===== config.mk =====
export PLATFORM = sky130hd
export DESIGN_NAME = pwm_co2_ppm_averager
export DESIGN_NICKNAME = d
export VERILOG_FILES = /design/src/pcpa_pkg.sv /design/src/pcpa_divider.sv /design/src/pcpa_window.sv /design/src/pwm_co2_ppm_averager.sv
export SDC_FILE = /design/constraint.sdc
export NUM_CORES = 2
export LEC_CHECK = 0
export BUFFER_PORTS_ARGS = -buffer_cell sky130_fd_sc_hd__buf_4
export CORE_ASPECT_RATIO = 0.5
export CORE_MARGIN = 1
export CORE_UTILIZATION = 65
export CTS_CLUSTER_SIZE = 10
export DETAILED_ROUTE_END_ITERATION = 8
export PLACE_DENSITY = 0.85
export SLEW_MARGIN = 15
export SYNTH_ARGS = -nofsm -noshare
export SYNTH_HDL_FRONTEND = slang
export SYNTH_SLANG_ARGS = --single-unit

===== constraint.sdc =====
create_clock -name clk_i -period 9.75 [get_ports clk_i]
set_clock_uncertainty 0.1 [all_clocks]
set_input_delay 0.4875 -clock clk_i [delete_from_list [all_inputs] [get_ports clk_i]]
set_output_delay 0.4875 -clock clk_i [all_outputs]
set_load 0.005 [all_outputs]

===== src/pcpa_pkg.sv =====
// ----------------------------------------------------------------------------
// pcpa_pkg: shared types and constants for the CO2 PWM averager
// Field widths, register indexes, reset values, sequencer states and the
// request/response bundles that travel between the sequencer and its units.
// ----------------------------------------------------------------------------
package pcpa_pkg;

  localparam int unsigned PPM_W      = 14;
  localparam int unsigned TIME_W     = 32;
  localparam int unsigned WARM_W     = 16;
  localparam int unsigned DUTY_W     = 8;
  localparam int unsigned CFG_IDX_W  = 3;
  localparam int unsigned CFG_DATA_W = 16;

  // Divider geometry: dividend is full_scale * (high - 2), divisor the
  // positive denominator; the quotient never exceeds the ppm width.
  localparam int unsigned QUOT_W     = PPM_W;
  localparam int unsigned DEN_W      = TIME_W + 2;
  localparam int unsigned DIVIDEND_W = PPM_W + TIME_W;

  localparam int unsigned WINDOW_DEPTH_DEF = 10;

  localparam logic [CFG_IDX_W-1:0] CFG_FULL_SCALE = 3'd0;
  localparam logic [CFG_IDX_W-1:0] CFG_ALARM      = 3'd1;
  localparam logic [CFG_IDX_W-1:0] CFG_WARMUP     = 3'd2;
  localparam logic [CFG_IDX_W-1:0] CFG_LED_ON     = 3'd3;
  localparam logic [CFG_IDX_W-1:0] CFG_LED_OFF    = 3'd4;

  localparam logic [PPM_W-1:0]  FULL_SCALE_RST = 14'd5000;
  localparam logic [PPM_W-1:0]  ALARM_RST      = 14'd1000;
  localparam logic [WARM_W-1:0] WARMUP_RST     = 16'd10000;
  localparam logic [DUTY_W-1:0] LED_ON_RST     = 8'd205;
  localparam logic [DUTY_W-1:0] LED_OFF_RST    = 8'd255;

  // Pulse shaping offsets of the sensor formula
  localparam logic [DEN_W:0] HIGH_OFFSET = 35'd2;
  localparam logic [DEN_W:0] DEN_OFFSET  = 35'd4;

  typedef enum logic [3:0] {
    ST_IDLE,
    ST_PREP,
    ST_MUL,
    ST_DIV_RAW,
    ST_RING_RD,
    ST_RING_WR,
    ST_AVG_GO,
    ST_DIV_AVG,
    ST_COLOUR,
    ST_FINISH
  } pcpa_state_e;

  typedef struct packed {
    logic                  start;
    logic [DIVIDEND_W-1:0] dividend;
    logic [DEN_W-1:0]      divisor;
  } div_req_t;

  typedef struct packed {
    logic              done;
    logic [QUOT_W-1:0] quotient;
  } div_rsp_t;

  typedef struct packed {
    logic rd_en;
    logic wr_en;
  } win_ctrl_t;

endpackage


===== src/pcpa_divider.sv =====
// ----------------------------------------------------------------------------
// pcpa_divider: shared restoring divider
// One quotient bit per cycle; the caller guarantees the quotient fits QUOT_W.
// ----------------------------------------------------------------------------
module pcpa_divider (
  input  logic               clk_i,
  input  logic               rst_ni,
  input  pcpa_pkg::div_req_t req_i,
  output pcpa_pkg::div_rsp_t rsp_o
);
  import pcpa_pkg::*;

  localparam int unsigned CntW = $clog2(QUOT_W + 1);

  logic            busy_q;
  logic            done_q;
  logic [CntW-1:0] cnt_q;
  logic [DEN_W-1:0]  rem_q;
  logic [DEN_W-1:0]  dvs_q;
  logic [QUOT_W-1:0] low_q;
  logic [QUOT_W-1:0] quo_q;

  logic [DEN_W:0] trial;
  logic [DEN_W:0] diff;
  logic           ge;

  assign trial = {rem_q, low_q[QUOT_W-1]};
  assign diff  = trial - {1'b0, dvs_q};
  assign ge    = (trial >= {1'b0, dvs_q});

  always_ff @(posedge clk_i or negedge rst_ni) begin
    if (!rst_ni) begin
      busy_q <= 1'b0;
      done_q <= 1'b0;
      cnt_q  <= '0;
    end else begin
      done_q <= 1'b0;
      if (req_i.start) begin
        busy_q <= 1'b1;
        cnt_q  <= CntW'(QUOT_W);
      end else if (busy_q) begin
        cnt_q <= cnt_q - CntW'(1);
        if (cnt_q == CntW'(1)) begin
          busy_q <= 1'b0;
          done_q <= 1'b1;
        end
      end
    end
  end

  always_ff @(posedge clk_i) begin
    if (req_i.start) begin
      rem_q <= DEN_W'(req_i.dividend[DIVIDEND_W-1:QUOT_W]);
      low_q <= req_i.dividend[QUOT_W-1:0];
      dvs_q <= req_i.divisor;
      quo_q <= '0;
    end else if (busy_q) begin
      rem_q <= ge ? diff[DEN_W-1:0] : trial[DEN_W-1:0];
      low_q <= {low_q[QUOT_W-2:0], 1'b0};
      quo_q <= {quo_q[QUOT_W-2:0], ge};
    end
  end

  assign rsp_o.done     = done_q;
  assign rsp_o.quotient = quo_q;

endmodule


===== src/pcpa_window.sv =====
// ----------------------------------------------------------------------------
// pcpa_window: reading ring with running sum
// Holds the last Depth readings, the write slot, the fill flag and the sum.
// ----------------------------------------------------------------------------
module pcpa_window #(
  parameter int unsigned Depth = pcpa_pkg::WINDOW_DEPTH_DEF
) (
  input  logic                        clk_i,
  input  logic                        rst_ni,
  input  pcpa_pkg::win_ctrl_t         ctrl_i,
  input  logic [pcpa_pkg::PPM_W-1:0]  value_i,
  output logic [pcpa_pkg::PPM_W+$clog2(Depth+1)-1:0] sum_o,
  output logic [$clog2(Depth+1)-1:0]  count_o
);
  import pcpa_pkg::*;

  localparam int unsigned SlotW = (Depth > 1) ? $clog2(Depth) : 1;
  localparam int unsigned CntW  = $clog2(Depth + 1);
  localparam int unsigned SumW  = PPM_W + CntW;
  localparam logic [SlotW-1:0] LastSlot = SlotW'(Depth - 1);

  logic [PPM_W-1:0] mem [Depth];
  logic [PPM_W-1:0] rd_q;
  logic [SlotW-1:0] slot_q;
  logic             full_q;
  logic [SumW-1:0]  sum_q;
  logic [SumW-1:0]  sum_d;
  logic [CntW-1:0]  count;

  // Retire the oldest entry only once the ring has wrapped
  assign sum_d = sum_q - (full_q ? SumW'(rd_q) : '0) + SumW'(value_i);

  always_ff @(posedge clk_i) begin
    if (ctrl_i.wr_en) begin
      mem[slot_q] <= value_i;
    end
    if (ctrl_i.rd_en) begin
      rd_q <= mem[slot_q];
    end
  end

  always_ff @(posedge clk_i or negedge rst_ni) begin
    if (!rst_ni) begin
      slot_q <= '0;
      full_q <= 1'b0;
      sum_q  <= '0;
    end else if (ctrl_i.wr_en) begin
      sum_q <= sum_d;
      if (slot_q == LastSlot) begin
        slot_q <= '0;
        full_q <= 1'b1;
      end else begin
        slot_q <= slot_q + SlotW'(1);
      end
    end
  end

  always_comb begin
    count = full_q ? CntW'(Depth) : CntW'(slot_q);
    if (count == '0) begin
      count = CntW'(1);
    end
  end

  assign sum_o   = sum_q;
  assign count_o = count;

endmodule


===== src/pwm_co2_ppm_averager.sv =====
// ----------------------------------------------------------------------------
// pwm_co2_ppm_averager: CO2 sensor PWM decoder with moving average and LED
// Watches the sensor level for edges, converts each high pulse to ppm,
// averages the last readings and picks the status colour.
// ----------------------------------------------------------------------------
// Sequence: a sample without a falling edge goes from idle straight to the
//   finish state; a falling edge passes twice through the shared bit-serial
//   divider, once when the reading is degenerate or saturated.
// Throughput: one sample at a time; in_ready_o is high only in idle.
// Reset: registers return to their reset values, duties 255, average 0;
//   the reading ring needs no clearing pass.
module pwm_co2_ppm_averager #(
  parameter int unsigned WindowDepth = pcpa_pkg::WINDOW_DEPTH_DEF
) (
  input  logic                              clk_i,
  input  logic                              rst_ni,
  // configuration
  input  logic                              cfg_we_i,
  input  logic [pcpa_pkg::CFG_IDX_W-1:0]    cfg_index_i,
  input  logic [pcpa_pkg::CFG_DATA_W-1:0]   cfg_wdata_i,
  // sample request
  input  logic                              in_valid_i,
  output logic                              in_ready_o,
  input  logic                              switch_on_i,
  input  logic                              sensor_level_i,
  input  logic [pcpa_pkg::TIME_W-1:0]       time_ms_i,
  // result request
  output logic                              out_valid_o,
  input  logic                              out_ready_i,
  output logic [pcpa_pkg::DUTY_W-1:0]       red_duty_o,
  output logic [pcpa_pkg::DUTY_W-1:0]       green_duty_o,
  output logic [pcpa_pkg::DUTY_W-1:0]       blue_duty_o,
  output logic [pcpa_pkg::PPM_W-1:0]        average_ppm_o,
  output logic                              new_average_o
);
  import pcpa_pkg::*;

  localparam int unsigned CntW = $clog2(WindowDepth + 1);
  localparam int unsigned SumW = PPM_W + CntW;

  // configuration registers
  logic [PPM_W-1:0]  full_q;
  logic [PPM_W-1:0]  alarm_q;
  logic [WARM_W-1:0] warm_q;
  logic [DUTY_W-1:0] on_q;
  logic [DUTY_W-1:0] off_q;

  // edge tracking state
  logic              prev_q;
  logic [TIME_W-1:0] rise_q;
  logic [TIME_W-1:0] fall_q;
  logic [TIME_W-1:0] low_q;

  // held results
  logic [DUTY_W-1:0] red_q, green_q, blue_q;
  logic [PPM_W-1:0]  avg_q;

  // per-request working registers
  logic [TIME_W-1:0] time_q;
  logic [TIME_W-1:0] high_q;
  logic              fresh_q;
  logic [TIME_W-1:0] num_q;
  logic [DEN_W-1:0]  den_q;
  logic [PPM_W-1:0]  raw_q;

  // output register
  logic              out_valid_q;
  logic [DUTY_W-1:0] out_red_q, out_green_q, out_blue_q;
  logic [PPM_W-1:0]  out_avg_q;
  logic              out_new_q;

  pcpa_state_e state_q, state_d;

  logic in_fire;
  logic falling;
  logic out_load;

  logic signed [DEN_W:0] num_s;
  logic signed [DEN_W:0] den_s;
  logic                  num_pos;
  logic                  den_pos;
  logic                  degen;
  logic                  sat;

  div_req_t  div_req;
  div_rsp_t  div_rsp;
  win_ctrl_t win_ctrl;
  logic [SumW-1:0] win_sum;
  logic [CntW-1:0] win_count;

  assign in_fire  = in_valid_i && in_ready_o;
  assign falling  = switch_on_i && !sensor_level_i && prev_q;
  assign out_load = (state_q == ST_FINISH) && (!out_valid_q || out_ready_i);

  // Signed pulse terms: high-2 and high+low-4, each widened to stay exact
  assign num_s   = $signed({3'b000, high_q}) - $signed(HIGH_OFFSET);
  assign den_s   = $signed({3'b000, high_q}) + $signed({3'b000, low_q})
                 - $signed(DEN_OFFSET);
  assign num_pos = !num_s[DEN_W] && (num_s != '0);
  assign den_pos = !den_s[DEN_W] && (den_s != '0);
  assign degen   = !num_pos || !den_pos;
  // high-2 at or above the denominator means the ratio is at least one
  assign sat     = (num_s >= den_s);

  pcpa_divider u_divider (
    .clk_i  (clk_i),
    .rst_ni (rst_ni),
    .req_i  (div_req),
    .rsp_o  (div_rsp)
  );

  pcpa_window #(
    .Depth (WindowDepth)
  ) u_window (
    .clk_i   (clk_i),
    .rst_ni  (rst_ni),
    .ctrl_i  (win_ctrl),
    .value_i (raw_q),
    .sum_o   (win_sum),
    .count_o (win_count)
  );

  // ---------------------------------------------------------------------------
  // Sequencer: next state
  // ---------------------------------------------------------------------------
  always_comb begin
    state_d = state_q;
    unique case (state_q)
      ST_IDLE: begin
        if (in_fire) begin
          state_d = falling ? ST_PREP : ST_FINISH;
        end
      end
      ST_PREP: begin
        state_d = (degen || sat) ? ST_RING_RD : ST_MUL;
      end
      ST_MUL: begin
        state_d = ST_DIV_RAW;
      end
      ST_DIV_RAW: begin
        if (div_rsp.done) begin
          state_d = ST_RING_RD;
        end
      end
      ST_RING_RD: begin
        state_d = ST_RING_WR;
      end
      ST_RING_WR: begin
        state_d = ST_AVG_GO;
      end
      ST_AVG_GO: begin
        state_d = ST_DIV_AVG;
      end
      ST_DIV_AVG: begin
        if (div_rsp.done) begin
          state_d = ST_COLOUR;
        end
      end
      ST_COLOUR: begin
        state_d = ST_FINISH;
      end
      ST_FINISH: begin
        if (out_load) begin
          state_d = ST_IDLE;
        end
      end
      default: begin
        state_d = ST_IDLE;
      end
    endcase
  end

  // ---------------------------------------------------------------------------
  // Sequencer: outputs to the shared divider and the ring
  // ---------------------------------------------------------------------------
  always_comb begin
    in_ready_o       = 1'b0;
    div_req.start    = 1'b0;
    div_req.dividend = DIVIDEND_W'(win_sum);
    div_req.divisor  = DEN_W'(win_count);
    win_ctrl.rd_en   = 1'b0;
    win_ctrl.wr_en   = 1'b0;
    unique case (state_q)
      ST_IDLE: begin
        in_ready_o = 1'b1;
      end
      ST_MUL: begin
        // Product goes straight into the divider's own registers
        div_req.start    = 1'b1;
        div_req.dividend = DIVIDEND_W'(full_q) * DIVIDEND_W'(num_q);
        div_req.divisor  = den_q;
      end
      ST_RING_RD: begin
        win_ctrl.rd_en = 1'b1;
      end
      ST_RING_WR: begin
        win_ctrl.wr_en = 1'b1;
      end
      ST_AVG_GO: begin
        div_req.start = 1'b1;
      end
      default: begin
        in_ready_o = 1'b0;
      end
    endcase
  end

  // ---------------------------------------------------------------------------
  // Control and held state
  // ---------------------------------------------------------------------------
  always_ff @(posedge clk_i or negedge rst_ni) begin
    if (!rst_ni) begin
      state_q     <= ST_IDLE;
      full_q      <= FULL_SCALE_RST;
      alarm_q     <= ALARM_RST;
      warm_q      <= WARMUP_RST;
      on_q        <= LED_ON_RST;
      off_q       <= LED_OFF_RST;
      prev_q      <= 1'b0;
      rise_q      <= '0;
      fall_q      <= '0;
      low_q       <= '0;
      red_q       <= LED_OFF_RST;
      green_q     <= LED_OFF_RST;
      blue_q      <= LED_OFF_RST;
      avg_q       <= '0;
      out_valid_q <= 1'b0;
    end else begin
      state_q <= state_d;

      // Register writes; indexes beyond the list are dropped
      if (cfg_we_i) begin
        unique case (cfg_index_i)
          CFG_FULL_SCALE: full_q  <= cfg_wdata_i[PPM_W-1:0];
          CFG_ALARM:      alarm_q <= cfg_wdata_i[PPM_W-1:0];
          CFG_WARMUP:     warm_q  <= cfg_wdata_i[WARM_W-1:0];
          CFG_LED_ON:     on_q    <= cfg_wdata_i[DUTY_W-1:0];
          CFG_LED_OFF:    off_q   <= cfg_wdata_i[DUTY_W-1:0];
          default: ;
        endcase
      end

      // Edge detection on the accepted sample; open switch darkens the LED
      if (in_fire) begin
        if (!switch_on_i) begin
          red_q   <= off_q;
          green_q <= off_q;
          blue_q  <= off_q;
        end else if (sensor_level_i && !prev_q) begin
          rise_q <= time_ms_i;
          low_q  <= time_ms_i - fall_q;
          prev_q <= 1'b1;
        end else if (falling) begin
          fall_q <= time_ms_i;
          prev_q <= 1'b0;
        end
      end

      if ((state_q == ST_DIV_AVG) && div_rsp.done) begin
        avg_q <= div_rsp.quotient;
      end

      // Blue during warm-up, then green below the alarm level, else red
      if (state_q == ST_COLOUR) begin
        if (time_q < TIME_W'(warm_q)) begin
          red_q   <= off_q;
          green_q <= off_q;
          blue_q  <= on_q;
        end else if (avg_q < alarm_q) begin
          red_q   <= off_q;
          green_q <= on_q;
          blue_q  <= off_q;
        end else begin
          red_q   <= on_q;
          green_q <= off_q;
          blue_q  <= off_q;
        end
      end

      if (out_load) begin
        out_valid_q <= 1'b1;
      end else if (out_ready_i) begin
        out_valid_q <= 1'b0;
      end
    end
  end

  // ---------------------------------------------------------------------------
  // Working registers and output payload
  // ---------------------------------------------------------------------------
  always_ff @(posedge clk_i) begin
    if (in_fire) begin
      time_q  <= time_ms_i;
      high_q  <= time_ms_i - rise_q;
      fresh_q <= falling;
    end

    if (state_q == ST_PREP) begin
      num_q <= num_s[TIME_W-1:0];
      den_q <= den_s[DEN_W-1:0];
      raw_q <= degen ? '0 : full_q;
    end

    if ((state_q == ST_DIV_RAW) && div_rsp.done) begin
      raw_q <= div_rsp.quotient;
    end

    if (out_load) begin
      out_red_q   <= red_q;
      out_green_q <= green_q;
      out_blue_q  <= blue_q;
      out_avg_q   <= avg_q;
      out_new_q   <= fresh_q;
    end
  end

  assign out_valid_o   = out_valid_q;
  assign red_duty_o    = out_red_q;
  assign green_duty_o  = out_green_q;
  assign blue_duty_o   = out_blue_q;
  assign average_ppm_o = out_avg_q;
  assign new_average_o = out_new_q;

endmodule

==> results.json <==
{
  "status": "finished, final reports clean",
  "rr_worst_depth": 25,
  "clock_path_buffers": 3,
  "nNetsFinal": 5759,
  "r2r-start": "full_q[4]",
  "cts_tree": "built",
  "min_path_type": "input port to flip-flop",
  "synth_warnings": 0,
  "avgSynthCellArea_um2": 10.2,
  "crit_fanout": 33,
  "relSlewSlack_pct": 18.3,
  "cts_setup_buffers": 0,
  "dieArea_um2": 78400,
  "start_util_pct": 66.2,
  "gr-usage-met1_pct": 45.5,
  "setup_viol": 0,
  "grt_max_degree": 103,
  "grt_pass1_vias": 38300,
  "synth_nets": 5684,
  "synth-async-reset-ratio_pct": 34.5,
  "rsz0062_at_grt": "no",
  "yosysTopAreaCell": "edfxtp_1",
  "fill_cells": 5116,
  "synth_edf_count": 418,
  "ios": 99,
  "final-seq-area_um2": 18700,
  "cts_buffers": 77,
  "multi_input_area_um2": 27900,
  "syn_inst": 4899,
  "ant_nets": 0,
  "syn2layout_area_growth_pct": 9.05,
  "grt_pass1_wl_um": 211000,
  "r2r_setup_slack_ns": 1.54,
  "finalHoldViolCount": 0,
  "synthTopCellsByCount": "802 x inv_1, 505 x nand2_1, 418 x edfxtp_1",
  "drv_slew": 0,
  "grt-busiest-layer": "met2",
  "crit_arrival_ns": 8.53,
  "grt_remaining_overflow": 0,
  "insertion_delay_ns": 0.70,
  "crit_type": "flip-flop to flip-flop",
  "dr_total_vias": 37300,
  "grt_util_all_layers_pct": 35.1,
  "rows": 71,
  "reg2reg_to": "u_divider.rem_q[20]",
  "wire_per_inst_um": 22.2,
  "h-tree-depth": 3,
  "hold_start": "cfg_wdata_i[5]",
  "first_pass_iters": 7,
  "cp_data_required_time_ns": 10.07,
  "place_congestion": 0.975,
  "worst_pin_slew_ns": 1.22,
  "timing.final.crit_share_pct": 84.2,
  "drc": 0,
  "wl_um": 135000,
  "yosys-top-cells-area": "edfxtp_1 25%, fa_1 15%, dfrtp_1 8.8%",
  "ys_types": 93,
  "hold_path_end": "alarm_q[5]",
  "endpoint_kind": "flip-flop",
  "whs_path_depth": 3,
  "drt_iter0_drc": 3847,
  "clock-sinks": 663,
  "use_met3_pct": 7.87,
  "synth_top_area_share_pct": 25.0,
  "synthesis.area_um2": 50200,
  "clockRootBuffer": "clkbuf_16",
  "fmax_ghz": 0.122,
  "die_w_um": 395,
  "core-area_um2": 75800,
  "antenna_found_initial": 7,
  "ys_seq_area_share_pct": 37.2,
  "clkTransAtPathRegs_ns": 0.06,
  "drv_cap": 0,
  "tns_ns": 0,
  "dp_hpwl_um": 96700,
  "ys.flop_type": "edfxtp_1",
  "viasPerCell": 6.15,
  "period_needed_ns": 8.21,
  "ys_seq_elements": 663,
  "met2_usage_pct": 57.3,
  "synth_most_common_cell": "inv_1",
  "cp-start-kind": "flip-flop",
  "die_h_um": 198,
  "numPortBuffers": 98,
  "drive_gt1_share_pct": 9.40
}
-- worst max-delay path by stage --
stage	startpoint	endpoint	slack [ns]	cells past startpoint
3_3_place_gp	full_q[5]	u_divider.rem_q[20]	1.78	21
4_1_cts	full_q[5]	u_divider.rem_q[20]	1.54	21
2_1_floorplan	full_q[7]	u_divider.rem_q[24]	2.90	22
3_5_place_dp	full_q[5]	u_divider.rem_q[20]	1.53	21
5_1_grt	full_q[7]	u_divider.rem_q[20]	1.13	21
6_report	full_q[4]	u_divider.rem_q[20]	1.54	25
-- logic make-up (layout without fill, tap and decap cells) --
kind of cell	Yosys count	after routing	share of synthesized area [%]
compound gates	847	847	10.9
xor+xnor	175	175	3.07
fa+ha+maj	727	727	23.7
buf+inv	995	1129	7.52
flops	663	663	37.2
mux	182	182	4.57
other cells	0	2	0
simple gates	1310	1310	12.9
-- cells in the final DEF (no fill, tap or decap), drive strengths merged, types with 27 or more instances in the layout --
master,count
nand4,47
nand2b,40
nand2,505
dfrtp,176
a21o,107
xnor2,110
ha,352
edfxtp,418
mux2i,56
buf,139
mux2,98
nor3,58
o21ai,235
nand3,43
inv,803
mux4,28
dfstp,53
fa,375
o31ai,36
clkbuf,127
xor2,65
nor2b,47
a21oi,203
nor2,177
nor3b,29
o21a,29
a211oi,41
and2,255
o211ai,27
dlygate4sd3,49
-- critical path, cell delays in order (launching register included) --
cell and delay, ns:
dfrtp_1 0.84, and2_1 0.42, fa_1 0.48, inv_1 0.05
fa_1 0.47, inv_1 0.05, fa_1 0.50, inv_1 0.05
fa_1 0.47, inv_1 0.06, fa_1 0.52, inv_1 0.05
fa_1 0.53, inv_1 0.04, ha_1 0.34, o21ai_0 0.12
nand2b_1 0.14, nor3b_1 0.22, a21oi_1 0.20, o21a_1 0.25
o41ai_1 0.94, a21boi_0 0.30, o21ai_0 0.37, xnor2_1 0.16
o21ai_0 0.09, and2_1 0.21
-- sequential cells by signal, summed over array words and instances (netlist names), 32 cells and up --
signal           flops
u_window.mem       140
u_divider.dvs_q     34
rise_q              32
high_q              32
den_q               34
u_divider.rem_q     34
low_q               32
num_q               32
fall_q              32
time_q              32
-- area by class of cell --
cell class                      instances  area share, %
Antenna cell                            2        0.00915
Clock inverter                         11          0.425
Multi-Input combinational cell       3241           50.9
Tap cell                             1022           2.34
Inverter                              803           5.51
Clock buffer                          127           3.86
Sequential cell                       663           34.1
Timing Repair Buffer                  188           2.82
-- routing by layer --
| layer | share of wire (%) | routed length (um) | up-vias |
|---|---|---|---|
| met1 | 39 | 53000 | 18500 |
| met2 | 47 | 63900 | 1729 |
| met4 | 4.3 | 5740 | 4 |
| li1 | - | - | 16600 |
| met5 | 0.021 | 28 | - |
| met3 | 9.0 | 12100 | 412 |
-- per-stage QoR --
step                util, %  hold WS (ns)  cell area (um^2)  setup slack, ns  std cells
floorplan                 -        0.0919             50200             2.90       4899
global placement       68.4         0.315             51900             1.78       5867
detailed placement     68.4         0.319             51900             1.53       5867
CTS                    72.2       0.00182             54700             1.54       6054
global route           72.2        0.0286             54700             1.13       6055
finish                 72.2        0.0289             54700             1.54       6057
-- timing repair --
action	in CTS	in global routing
hold buffers	49	0
resized for setup	0	0
hold endpoints to repair	189	0
Power is left out: the tool's default activity adds up to more than one toggle a clock period on the data nets, which glitch-free logic cannot reach.
